File: config.mk
export PLATFORM = sky130hd
export DESIGN_NAME = page_replacement_fifo_lru_clock
export DESIGN_NICKNAME = d
export VERILOG_FILES = /design/src/prc_pkg.sv /design/src/prc_ram.sv /design/src/page_replacement_fifo_lru_clock.sv
export SDC_FILE = /design/constraint.sdc
export NUM_CORES = 2
export LEC_CHECK = 0
export BUFFER_PORTS_ARGS = -buffer_cell sky130_fd_sc_hd__buf_2
export CAP_MARGIN = 20
export CORE_MARGIN = 4
export CORE_UTILIZATION = 40
export DETAILED_ROUTE_END_ITERATION = 7
export PLACE_DENSITY = 0.64
export SLEW_MARGIN = 20
export SYNTH_ARGS = -nofsm -noshare
export SYNTH_HDL_FRONTEND = slang
export SYNTH_SLANG_ARGS = --single-unit
export TNS_END_PERCENT = 10
File: constraint.sdc
create_clock -name clk -period 5.77 [get_ports clk]
set_input_delay 0.577 -clock clk [delete_from_list [all_inputs] [get_ports clk]]
set_output_delay 0.577 -clock clk [all_outputs]
set_load 0.05 [all_outputs]
File: src/prc_pkg.sv
// ----------------------------------------------------------------------------
// prc_pkg
// Shared types and constants for the page replacement unit: policy codes,
// configuration register indices and fixed field widths.
// ----------------------------------------------------------------------------
package prc_pkg;

	// fixed field widths
	localparam int unsigned PAGE_IN_W   = 16;
	localparam int unsigned FRAME_IDX_W = 4;
	localparam int unsigned EV_PAGE_W   = 16;
	localparam int unsigned STAMP_W     = 32;
	localparam int unsigned COUNT_W     = 32;

	// configuration port
	localparam int unsigned CFG_IDX_W  = 1;
	localparam int unsigned CFG_DATA_W = 5;

	typedef logic [CFG_IDX_W-1:0] cfg_idx_t;

	localparam cfg_idx_t REG_POLICY_MODE = 1'd0;
	localparam cfg_idx_t REG_FRAMES_USED = 1'd1;

	// replacement policy codes; the spare code behaves as FIFO
	typedef logic [1:0] policy_t;

	localparam policy_t POLICY_FIFO  = 2'd0;
	localparam policy_t POLICY_LRU   = 2'd1;
	localparam policy_t POLICY_CLOCK = 2'd2;

	localparam policy_t    POLICY_RESET      = POLICY_FIFO;
	localparam logic [4:0] FRAMES_USED_RESET = 5'd16;

endpackage

File: src/prc_ram.sv
// ----------------------------------------------------------------------------
// prc_ram
// Generic simple dual port RAM: one write port, one read port with
// registered read data.
// ----------------------------------------------------------------------------
module prc_ram #(
	parameter int unsigned WIDTH = 16,
	parameter int unsigned DEPTH = 16
) (
	input  logic                                   clk,
	input  logic                                   we,
	input  logic [(DEPTH > 1 ? $clog2(DEPTH) : 1)-1:0] waddr,
	input  logic [WIDTH-1:0]                       wdata,
	input  logic [(DEPTH > 1 ? $clog2(DEPTH) : 1)-1:0] raddr,
	output logic [WIDTH-1:0]                       rdata
);

	logic [WIDTH-1:0] mem_q [DEPTH];
	logic [WIDTH-1:0] rdata_q;

	always_ff @(posedge clk) begin
		if (we) begin
			mem_q[waddr] <= wdata;
		end
		rdata_q <= mem_q[raddr];
	end

	assign rdata = rdata_q;

endmodule

File: src/page_replacement_fifo_lru_clock.sv
// ----------------------------------------------------------------------------
// page_replacement_fifo_lru_clock
// Page replacement unit (FIFO, LRU, second chance clock) with one result
// per page reference.
// ----------------------------------------------------------------------------
// An item is taken when start is high and busy is low; busy stays high until
// its result is out. The result appears on the output ports for one cycle
// with done high, and must be captured then: there is no back-pressure.
// One pass over the n active frames reads page and stamp RAMs one frame a
// cycle and finds a hit, the first empty frame and the oldest frame at once.
// A hit goes to S_HIT; a fault with an empty frame to S_WRITE; an eviction
// reads the victim in S_VREQ and S_VWAIT, then S_WRITE, and under clock first
// reduces the hand modulo n in S_MOD and clears reference bits in S_SWEEP.
// done rises on the return to idle; a new item may start while it is high.
// The configuration port is always ready; write it only while busy is low.
// ----------------------------------------------------------------------------
module page_replacement_fifo_lru_clock #(
	parameter int unsigned FRAMES    = 16,
	parameter int unsigned PAGE_BITS = 16
) (
	input  logic                              clk,
	input  logic                              arst_n,

	input  logic                              cfg_valid,
	output logic                              cfg_ready,
	input  logic [prc_pkg::CFG_IDX_W-1:0]     cfg_index,
	input  logic [prc_pkg::CFG_DATA_W-1:0]    cfg_data,

	input  logic                              start,
	output logic                              busy,
	input  logic [prc_pkg::PAGE_IN_W-1:0]     page_number,
	input  logic                              last_reference,

	output logic                              done,
	output logic                              hit,
	output logic [prc_pkg::FRAME_IDX_W-1:0]   frame_index,
	output logic                              evicted_valid,
	output logic [prc_pkg::EV_PAGE_W-1:0]     evicted_page,
	output logic [prc_pkg::COUNT_W-1:0]       fault_count,
	output logic                              final_result
);

	localparam int unsigned IW = (FRAMES > 1) ? $clog2(FRAMES) : 1;
	localparam int unsigned NW = $clog2(FRAMES + 1);

	typedef enum logic [3:0] {
		S_IDLE,
		S_SCAN,
		S_HIT,
		S_MOD,
		S_SWEEP,
		S_VREQ,
		S_VWAIT,
		S_WRITE
	} state_t;

	state_t state_q;

	// configuration
	prc_pkg::policy_t policy_q;
	logic [4:0]       frames_used_q;

	// per-frame flags
	logic [FRAMES-1:0] valid_q;
	logic [FRAMES-1:0] ref_q;

	logic [IW-1:0]                 hand_q;
	logic [prc_pkg::STAMP_W-1:0]   time_q;
	logic [prc_pkg::COUNT_W-1:0]   fault_q;

	// item context
	logic [PAGE_BITS-1:0] page_q;
	logic                 last_q;
	logic [NW-1:0]        idx_q;
	logic                 chk_vld_s1;
	logic [IW-1:0]        chk_idx_s1;
	logic                 empty_q;
	logic [IW-1:0]        empty_idx_q;
	logic [IW-1:0]        best_idx_q;
	logic [prc_pkg::STAMP_W-1:0] best_age_q;
	logic [IW-1:0]        slot_q;
	logic [IW-1:0]        hw_q;
	logic [NW-1:0]        sw_cnt_q;
	logic                 ev_valid_q;
	logic [PAGE_BITS-1:0] ev_page_q;

	// result registers
	logic                              done_q;
	logic                              hit_q;
	logic [prc_pkg::FRAME_IDX_W-1:0]   frame_index_q;
	logic                              evicted_valid_q;
	logic [prc_pkg::EV_PAGE_W-1:0]     evicted_page_q;
	logic [prc_pkg::COUNT_W-1:0]       fault_count_q;
	logic                              final_result_q;

	// RAM ports
	logic [IW-1:0]               rd_addr;
	logic [PAGE_BITS-1:0]        page_rd;
	logic [prc_pkg::STAMP_W-1:0] stamp_rd;
	logic                        page_we;
	logic                        stamp_we;

	// combinational helpers
	logic [8:0]                  fu_ext;
	logic [8:0]                  n_ext;
	logic [NW-1:0]               n_act;
	logic                        mode_lru;
	logic                        mode_clock;
	logic                        accept;
	logic [31:0]                 page_in_ext;
	logic                        chk_valid_bit;
	logic                        chk_match;
	logic                        chk_empty_new;
	logic [prc_pkg::STAMP_W-1:0] chk_age;
	logic                        chk_better;
	logic                        chk_last;
	logic [NW-1:0]               hw_ext;
	logic [NW-1:0]               hw_sub;
	logic [IW-1:0]               hw_next;
	logic [IW-1:0]               slot_next;
	logic [31:0]                 slot_ext;
	logic [31:0]                 ev_page_ext;

	always_comb begin
		fu_ext = 9'(frames_used_q);
		if (fu_ext == 9'd0) begin
			n_ext = 9'd1;
		end else if (fu_ext > 9'(FRAMES)) begin
			n_ext = 9'(FRAMES);
		end else begin
			n_ext = fu_ext;
		end
		n_act = NW'(n_ext);
	end

	assign mode_lru    = (policy_q == prc_pkg::POLICY_LRU);
	assign mode_clock  = (policy_q == prc_pkg::POLICY_CLOCK);
	assign accept      = start && (state_q == S_IDLE);
	assign page_in_ext = 32'(page_number);

	// frame check, one frame a cycle
	assign chk_valid_bit = valid_q[chk_idx_s1];
	assign chk_match     = chk_valid_bit && (page_rd == page_q);
	assign chk_empty_new = !chk_valid_bit && !empty_q;
	assign chk_age       = time_q - stamp_rd;
	assign chk_better    = (chk_idx_s1 == IW'(0)) || (chk_age > best_age_q);
	assign chk_last      = ((NW'(chk_idx_s1) + NW'(1)) == n_act);

	// clock hand arithmetic
	assign hw_ext    = NW'(hw_q);
	assign hw_sub    = hw_ext - n_act;
	assign hw_next   = ((hw_ext + NW'(1)) == n_act) ? IW'(0) : IW'(hw_ext + NW'(1));
	assign slot_next = ((NW'(slot_q) + NW'(1)) == n_act) ? IW'(0)
	                                                   : IW'(NW'(slot_q) + NW'(1));
	assign slot_ext    = 32'(slot_q);
	assign ev_page_ext = 32'(ev_page_q);

	assign rd_addr  = (state_q == S_SCAN) ? idx_q[IW-1:0] : slot_q;
	assign page_we  = (state_q == S_WRITE);
	assign stamp_we = (state_q == S_WRITE) || ((state_q == S_HIT) && mode_lru);

	prc_ram #(
		.WIDTH (PAGE_BITS),
		.DEPTH (FRAMES)
	) u_page_ram (
		.clk   (clk),
		.we    (page_we),
		.waddr (slot_q),
		.wdata (page_q),
		.raddr (rd_addr),
		.rdata (page_rd)
	);

	prc_ram #(
		.WIDTH (prc_pkg::STAMP_W),
		.DEPTH (FRAMES)
	) u_stamp_ram (
		.clk   (clk),
		.we    (stamp_we),
		.waddr (slot_q),
		.wdata (time_q),
		.raddr (rd_addr),
		.rdata (stamp_rd)
	);

	// configuration registers
	always_ff @(posedge clk or negedge arst_n) begin
		if (!arst_n) begin
			policy_q      <= prc_pkg::POLICY_RESET;
			frames_used_q <= prc_pkg::FRAMES_USED_RESET;
		end else if (cfg_valid && cfg_ready) begin
			unique case (cfg_index)
				prc_pkg::REG_POLICY_MODE: begin
					policy_q <= cfg_data[1:0];
				end
				prc_pkg::REG_FRAMES_USED: begin
					frames_used_q <= cfg_data[4:0];
				end
				default: begin
				end
			endcase
		end
	end

	// sequencer
	always_ff @(posedge clk or negedge arst_n) begin
		if (!arst_n) begin
			state_q         <= S_IDLE;
			valid_q         <= '0;
			ref_q           <= '0;
			hand_q          <= '0;
			time_q          <= '0;
			fault_q         <= '0;
			chk_vld_s1      <= 1'b0;
			done_q          <= 1'b0;
			page_q          <= '0;
			last_q          <= 1'b0;
			idx_q           <= '0;
			chk_idx_s1      <= '0;
			empty_q         <= 1'b0;
			empty_idx_q     <= '0;
			best_idx_q      <= '0;
			best_age_q      <= '0;
			slot_q          <= '0;
			hw_q            <= '0;
			sw_cnt_q        <= '0;
			ev_valid_q      <= 1'b0;
			ev_page_q       <= '0;
			hit_q           <= 1'b0;
			frame_index_q   <= '0;
			evicted_valid_q <= 1'b0;
			evicted_page_q  <= '0;
			fault_count_q   <= '0;
			final_result_q  <= 1'b0;
		end else begin
			done_q <= 1'b0;
			unique case (state_q)
				S_IDLE: begin
					chk_vld_s1 <= 1'b0;
					if (accept) begin
						page_q     <= page_in_ext[PAGE_BITS-1:0];
						last_q     <= last_reference;
						idx_q      <= '0;
						empty_q    <= 1'b0;
						ev_valid_q <= 1'b0;
						ev_page_q  <= '0;
						state_q    <= S_SCAN;
					end
				end

				S_SCAN: begin
					// each check uses the read issued in the cycle before
					if (idx_q < n_act) begin
						chk_vld_s1 <= 1'b1;
						chk_idx_s1 <= idx_q[IW-1:0];
						idx_q      <= idx_q + NW'(1);
					end else begin
						chk_vld_s1 <= 1'b0;
					end
					if (chk_vld_s1) begin
						if (chk_match) begin
							slot_q  <= chk_idx_s1;
							state_q <= S_HIT;
						end else begin
							if (chk_empty_new) begin
								empty_q     <= 1'b1;
								empty_idx_q <= chk_idx_s1;
							end
							if (chk_better) begin
								best_idx_q <= chk_idx_s1;
								best_age_q <= chk_age;
							end
							if (chk_last) begin
								fault_q <= fault_q + prc_pkg::COUNT_W'(1);
								if (chk_empty_new) begin
									slot_q  <= chk_idx_s1;
									state_q <= S_WRITE;
								end else if (empty_q) begin
									slot_q  <= empty_idx_q;
									state_q <= S_WRITE;
								end else if (mode_clock) begin
									hw_q    <= hand_q;
									state_q <= S_MOD;
								end else begin
									slot_q  <= chk_better ? chk_idx_s1 : best_idx_q;
									state_q <= S_VREQ;
								end
							end
						end
					end
				end

				S_HIT: begin
					chk_vld_s1 <= 1'b0;
					if (mode_clock) begin
						ref_q[slot_q] <= 1'b1;
					end
					time_q          <= time_q + prc_pkg::STAMP_W'(1);
					done_q          <= 1'b1;
					hit_q           <= 1'b1;
					frame_index_q   <= slot_ext[prc_pkg::FRAME_IDX_W-1:0];
					evicted_valid_q <= 1'b0;
					evicted_page_q  <= '0;
					fault_count_q   <= fault_q;
					final_result_q  <= last_q;
					state_q         <= S_IDLE;
				end

				S_MOD: begin
					// hand modulo n by repeated subtraction
					chk_vld_s1 <= 1'b0;
					if (hw_ext >= n_act) begin
						hw_q <= IW'(hw_sub);
					end else begin
						sw_cnt_q <= '0;
						state_q  <= S_SWEEP;
					end
				end

				S_SWEEP: begin
					if ((sw_cnt_q < n_act) && ref_q[hw_q]) begin
						ref_q[hw_q] <= 1'b0;
						hw_q        <= hw_next;
						sw_cnt_q    <= sw_cnt_q + NW'(1);
					end else begin
						slot_q  <= hw_q;
						state_q <= S_VREQ;
					end
				end

				S_VREQ: begin
					chk_vld_s1 <= 1'b0;
					state_q    <= S_VWAIT;
				end

				S_VWAIT: begin
					ev_valid_q <= 1'b1;
					ev_page_q  <= page_rd;
					state_q    <= S_WRITE;
				end

				S_WRITE: begin
					chk_vld_s1     <= 1'b0;
					valid_q[slot_q] <= 1'b1;
					ref_q[slot_q]   <= 1'b0;
					if (mode_clock) begin
						hand_q <= slot_next;
					end
					time_q          <= time_q + prc_pkg::STAMP_W'(1);
					done_q          <= 1'b1;
					hit_q           <= 1'b0;
					frame_index_q   <= slot_ext[prc_pkg::FRAME_IDX_W-1:0];
					evicted_valid_q <= ev_valid_q;
					evicted_page_q  <= ev_page_ext[prc_pkg::EV_PAGE_W-1:0];
					fault_count_q   <= fault_q;
					final_result_q  <= last_q;
					state_q         <= S_IDLE;
				end

				default: begin
					state_q <= S_IDLE;
				end
			endcase
		end
	end

	assign cfg_ready     = 1'b1;
	assign busy          = (state_q != S_IDLE);
	assign done          = done_q;
	assign hit           = hit_q;
	assign frame_index   = frame_index_q;
	assign evicted_valid = evicted_valid_q;
	assign evicted_page  = evicted_page_q;
	assign fault_count   = fault_count_q;
	assign final_result  = final_result_q;

endmodule

[Word-level counts from Yosys, hierarchy flattened]
Memory sizes are Yosys's and may differ from the RTL's. A register that Yosys moved wholly into a read port is not among the register bits.
Index checks and enable logic that the tools add are counted.
W data, S select, Z words.
Storage, ports and cells
  bits in writable memories: 768
  register bits after elaboration: 265
  memories kept: 2
  word-level logic and storage cells: 197
Memories
  u_stamp_ram.mem_q: words 16, bits a word 32, rd ports 1, clocked after Yosys merged registers in 1, write ports 1, line prc_ram.sv:18  | logic [WIDTH-1:0] mem_q [DEPTH];
  u_page_ram.mem_q: words 16, bits a word 16, rd ports 1, clocked after Yosys merged registers in 1, write ports 1, line prc_ram.sv:18
Operators by class
  magnitude comparators: 10
  reductions and logical operators: 42
  equality and inequality tests: 29
  add/sub/neg operators: 9
  muxes and demuxes: 68
  bitwise gates (word level): 8
Operators by type and width (number)
  $mux W4: 25
  $add A32 B1 Y32 const B: 2
  $pmux W16 S2: 2
  $mux W16: 3
  $pmux W16 S3: 1
  $and A16 B16 Y16: 2
  $gt A32 B32 Y1: 1
  $not A16 Y16: 2
  $or A16 B16 Y16: 2
  $sub A32 B32 Y32: 1
  $mux W5: 6
  $ne A2 B2 Y1 const B: 13
  $pmux W4 S6: 1
  $pmux W5 S2: 2
  $eq A16 B16 Y1: 1
  $eq A4 B3 Y1 const B: 4
  $add A4 B1 Y5 const B: 3
  $eq A5 B5 Y1: 3
  $lt A4 B5 Y1 const B: 3
  $reduce_and A5 Y1: 3
  $mux W1: 14
  $pmux W4 S3: 1
  $reduce_and A2 Y1: 6
  $reduce_and A3 Y1: 4
  31 further kinds: 61

[Logic depth before layout (Yosys ltp)]
  depth after elaboration: 11
  gate-level depth with buffers: 22
  depth with buffers taken out: 20

[By module]
From an unflattened synthesis, not the netlist that was laid out.
Second synthesis, totals
  cells, all modules: 2847
  area total of the unflattened synthesis: 44725.4 um2
Modules (own cells, without submodules)
  prc_ram (u_stamp_ram): area an instance 19835.3 um2, times used 1, cells each 838, seq. area each 16015.4 um2
  page_replacement_fifo_lru_clock: area an instance 14848.0 um2, times used 1, cells each 1577, seq. area each 6607.6 um2
  prc_ram (u_page_ram): area an instance 10042.1 um2, times used 1, cells each 432, seq. area each 8007.7 um2

[Least setup slack after synthesis]
Ideal clock, no wire load.
  path type: register to register
  start point: register time_q[0] (netlist name)
  end point: register best_age_q[25] (netlist name)
  stages on the path, launching flop included: 22
  required time: 5.645 ns
  data arrival time: 4.758 ns
  slack: 0.887 ns
  cells stage by stage: dfrtp_1 inv_1 ha_1 fa_1 nor2b_1 o211ai_1 a2111o_1 a21oi_1 o21ai_0 a21oi_1 a2111oi_0 nor3_1 ha_1 a2111oi_0 o21ai_0 a21o_1 o311a_1 o21ai_1 a21oi_1 buf_4 buf_4 mux2_2
On the way
  longest elaborated chain between the ends: 4
RTL lines
  start, declared: line page_replacement_fifo_lru_clock.sv:68  | logic [prc_pkg::STAMP_W-1:0] time_q;
  start signal, assigned: line page_replacement_fifo_lru_clock.sv:298  | time_q <= time_q + prc_pkg::STAMP_W'(1);
  start signal, assigned: line page_replacement_fifo_lru_clock.sv:349  | time_q <= time_q + prc_pkg::STAMP_W'(1);
  $sub A32 B32 Y32: line page_replacement_fifo_lru_clock.sv:145  | assign chk_age = time_q - stamp_rd;
  net chk_age (one bit): line page_replacement_fifo_lru_clock.sv:114  | logic [prc_pkg::STAMP_W-1:0] chk_age;
  $gt A32 B32 Y1: line page_replacement_fifo_lru_clock.sv:146  | assign chk_better = (chk_idx_s1 == IW'(0)) || (chk_age > best_age_q);
  $logic_or A1 B1 Y1: line page_replacement_fifo_lru_clock.sv:146
  $reduce_and A4 Y1 (no source line)
  end signal, assigned: line page_replacement_fifo_lru_clock.sv:271  | best_age_q <= chk_age;
  end, declared: line page_replacement_fifo_lru_clock.sv:80  | logic [prc_pkg::STAMP_W-1:0] best_age_q;
The timed path passes the listed nets, and every way through them passes these cells.
A chain may end at the register's enable or synchronous reset.

[Worst setup path after layout]
  start point: register time_q[0] (netlist name)
  end point: register best_age_q[16] (netlist name)
Same word-level chain as after synthesis.

==> metrics.txt <==
Design Power=between 20000 and 30000 uW; VDD IR max=roughly 0.44 mV; maximum clock rate=around 190 MHz; post-route fraction of the period consumed by the critical path=0.9132; count of synthesis-stage warnings from yosys=0; number of max-cap violations=0; PD cells=a little under 500 nW/um2; Remaining DRCs=0; outcome=complete, no violations; cell at the root of the clock tree=sky130_fd_sc_hd__clkbuf_16; sum of buffers and inverters on the critical path=2; sort of element at the end of the critical path=flip-flop; register area share after synthesis=0.6787; origin of the critical flop-to-flop path=time_q[0]; worst hold path type=in2reg; vias per inst=between 5 and 6; worst flop-to-flop path endpoint=best_age_q[16]; ys flop type=sky130_fd_sc_hd__edfxtp_1; hold slack final=about 0.099 ns; depth of the worst hold-timing path=3; CTS tree=done; maximum clock skew at final layout=just over 0.03 ns; half-perimeter wire length after detailed placement=between 60 and 70 mm; top cell type's share of synthesized area=0.5110; CP peak stage delay=about 0.44 ns; number of failing setup endpoints in the final timing report=0; Setup CP Type=reg2reg; detailed-route wire length per cell=22.05 um; setup repair after global routing missed its margin=no; data required time at the worst endpoint=roughly 6.3 ns; Clk Latency, worst-skew pair=between 0.6 and 0.7 ns; horizontal die dimension=approximately 340 um; Routed WL=between 100 and 150 mm; Tmin final=around 5.3 ns; first-pass GRT wire length=158.9 mm; data arrival time at the worst-slack endpoint=about 5.8 ns; number of I/O port buffers=83; post-synthesis compound-gate area fraction=0.05849; category of the worst setup path launch point=flip-flop; fraction of final layout cells with drive strength greater than 1=0.2073; Avg Inst Size Synth=between 15 and 20 um2; number of register bits inferred by synthesis=between 1000 and 1500; commonest cells in the netlist=sky130_fd_sc_hd__edfxtp_1 (768), sky130_fd_sc_hd__nand2_1 (403), sky130_fd_sc_hd__dfrtp_1 (263); number of antenna violations at the first check in global routing=4; largest family of logic cells by synthesized area=multiplexers; via total after detailed routing=roughly 26000; capture endpoint of the worst hold path=page_q[2]; maximum number of pins on one net before global-route repair=between 100 and 150; total global-route track usage=0.1753; pins over their slew limit=0; largest area contributor in the synthesized netlist=sky130_fd_sc_hd__edfxtp_1; slowest stage cell on the critical path=sky130_fd_sc_hd__a2111oi_0; Cells after Synth=between 2000 and 3000; number of hold violations in the final report=0; num ports=85; core area=between 100000 and 150000 um2; Synth Area in Simple Gates=0.07912; post-CTS setup-driven buffer insertion count=0; post-detailed-route count of antenna-violating nets=0; critical-path maximum fanout=27; largest cells by area after synthesis=sky130_fd_sc_hd__edfxtp_1 (51%), sky130_fd_sc_hd__dfrtp_1 (15%), sky130_fd_sc_hd__mux4_2 (10%); series of cell instances along the critical path=inv_1 > ha_1 > fa_1 > nor2b_1 > o211ai_1 > a2111o_1 > a21oi_1 > o21ai_0 > a21oi_1 > a2111oi_0 > nor3_1 > ha_1 > a2111oi_0 > nor3_1 > a21o_1 > o311a_1 > o21ai_2 > a21oi_4 > buf_16 > mux2_2; number of placement rows=between 100 and 150; Synth Area in Adders=0.02556; area overhead of the layout relative to synthesis=14.50%; most common cell in the synthesized netlist=sky130_fd_sc_hd__edfxtp_1; last weighted congestion value of the routability-driven placer=about 0.86; vias in the first global route=between 20000 and 30000; post-synthesis cell area=~45000 um2; Die Area=roughly 120000 um2; startpoint of the worst hold path=page_number[2]; Leakage=between 0.015 and 0.02 uW; gr ovfl total=0; kind of cell with the highest combined delay on the critical path=compound AO/OA/AOI/OAI gates; H-tree levels=3; final core utilization=0.4644; Pre-Repair DR Iteration Count=6; Reg2Reg Depth=20; reg-to-reg setup timing slack=0.50 ns; initial DRC count=~2100; Initial Utilization=0.4056; final setup TNS=0 ns; net count after synthesis=approximately 3100; clock slew seen by the registers of the worst setup and hold paths=~0.060 ns; multiplexer share of the synthesized area=0.1118; die height=around 340 um; number of sinks driven by the clock tree=between 1000 and 1500; post-synthesis cell type count=a little over 80; total clock buffers created by CTS=around 110; net count reported at finish=3233; Worst-Margin Slew=~1.1 ns; normalized max-slew margin=0.2534; number of enable-type register cells in the synthesized netlist=about 770; asr flop ratio synth=0.2444; number of buffers on the longest clock path=3; xor and xnor area share after synthesis=0.02406
-- metrics by stage --
step / instance area [um2] / instances / worst slack [ns]
floorplan: 45130 / 2976 / 0.8872
global placement: 47840 / 4489 / 0.3453
detailed placement: 47940 / 4493 / 0.1929
CTS: 51650 / 4695 / 0.1756
global route: 51680 / 4696 / 0.03276
finish: 51680 / 4697 / 0.5009
-- layer usage --
| metal | GRT usage | vias to the layer above | part of all wire |
|---|---|---|---|
| met2 | 0.2887 | 786 | 0.48 |
| met4 | 0.03942 | 0 | 0.017 |
| met5 | 0 | - | 0 |
| met3 | 0.02545 | 125 | 0.058 |
| met1 | 0.2495 | 13170 | 0.44 |
| li1 | - | 11500 | - |
-- worst min-delay path, cell delays in order --
cell	delay, ns
sky130_fd_sc_hd__buf_2	0.08
sky130_fd_sc_hd__nand2_1	0.04
sky130_fd_sc_hd__nand2_1	0.04
-- logic make-up after synthesis --
family / Yosys count
flip-flops: 1080
AND/OR/NAND/NOR: 784
AO/OA/AOI/OAI: 398
buffers and inverters: 250
multiplexers: 248
XOR/XNOR: 124
adder cells (fa/ha/maj): 91
other: 1
-- cell type report --
class / count / area (um2)
Antenna cell: 1 / 2.502
Clock buffer: 136 / 2898
Clock inverter: 65 / 798.3
Fill cell: 9532 / 59600
Inverter: 104 / 390.4
Multi-Input combinational cell: 1646 / 13760
Sequential cell: 1080 / 30630
Tap cell: 1488 / 1862
Timing Repair Buffer: 177 / 1339
-- state kept, by name (all words and copies together), names as in the netlist, 3 cells and up --
signal / count
u_page_ram.rdata: 16
empty_idx_q: 4
u_page_ram.mem_q: 256
best_idx_q: 4
best_age_q: 32
sw_cnt_q: 5
hw_q: 4
hand_q: 4
chk_idx_s1: 4
frame_index: 4
ref_q: 16
valid_q: 16
fault_q: 32
state_q: 3
ev_page_q: 16
slot_q: 4
evicted_page: 16
u_stamp_ram.rdata: 32
u_stamp_ram.mem_q: 512
page_q: 16
fault_count: 32
idx_q: 5
time_q: 32
frames_used_q: 5
-- worst max-delay path by stage --
stage,slack [ns],to,startpoint,depth (start not counted)
floorplan,0.89,best_age_q[25],time_q[0],21
global placement,0.35,best_age_q[28],time_q[0],19
detailed placement,0.19,best_age_q[23],time_q[0],19
CTS,0.18,best_age_q[2],time_q[0],19
global route,0.03,best_age_q[13],time_q[0],20
finish,0.50,best_age_q[16],time_q[0],20
-- power by group --
part	total, uW	switching, uW	leakage, uW	internal, uW
combinational	7410	4440	0.00669	2970
clock	7210	3000	0.00179	4210
sequential	10400	867	0.0103	9550
-- cells in the final DEF (no fill, tap or decap), types with 9 or more instances in the layout --
cell type	synthesis	layout
sky130_fd_sc_hd__a211oi_1	54	54
sky130_fd_sc_hd__a21o_1	20	20
sky130_fd_sc_hd__a21oi_1	78	75
sky130_fd_sc_hd__a22o_1	19	19
sky130_fd_sc_hd__a31oi_1	69	69
sky130_fd_sc_hd__and2_1	49	49
sky130_fd_sc_hd__and3_1	14	14
sky130_fd_sc_hd__buf_12	0	10
sky130_fd_sc_hd__buf_2	30	82
sky130_fd_sc_hd__buf_4	5	79
sky130_fd_sc_hd__bufinv_16	0	14
sky130_fd_sc_hd__clkbuf_1	93	19
sky130_fd_sc_hd__clkbuf_16	0	108
sky130_fd_sc_hd__clkbuf_8	0	9
sky130_fd_sc_hd__clkinv_1	1	13
sky130_fd_sc_hd__clkinv_2	0	19
sky130_fd_sc_hd__dfrtp_1	263	263
sky130_fd_sc_hd__dfxtp_1	48	48
sky130_fd_sc_hd__edfxtp_1	768	768
sky130_fd_sc_hd__ha_1	89	89
sky130_fd_sc_hd__inv_1	102	102
sky130_fd_sc_hd__mux2_2	38	38
sky130_fd_sc_hd__mux4_2	201	201
sky130_fd_sc_hd__nand2_1	403	402
sky130_fd_sc_hd__nand2b_1	13	13
sky130_fd_sc_hd__nand3_1	77	76
sky130_fd_sc_hd__nand4_1	22	22
sky130_fd_sc_hd__nor2_1	108	79
sky130_fd_sc_hd__nor2_2	9	19
sky130_fd_sc_hd__nor2_4	0	19
sky130_fd_sc_hd__nor2b_1	15	15
sky130_fd_sc_hd__nor3_1	20	19
sky130_fd_sc_hd__o211ai_1	11	11
sky130_fd_sc_hd__o21a_1	10	10
sky130_fd_sc_hd__o21ai_0	64	63
sky130_fd_sc_hd__or2_2	17	17
sky130_fd_sc_hd__xnor2_1	65	65
sky130_fd_sc_hd__xor2_1	59	59
-- repair_timing --
item	in CTS	in global routing
hold endpoints to repair	99	0
gates resized for setup	0	2
hold buffers	1	0
endpoints found under the setup margin	0	31
No activity file was read; power rests on OpenSTA's default activity.
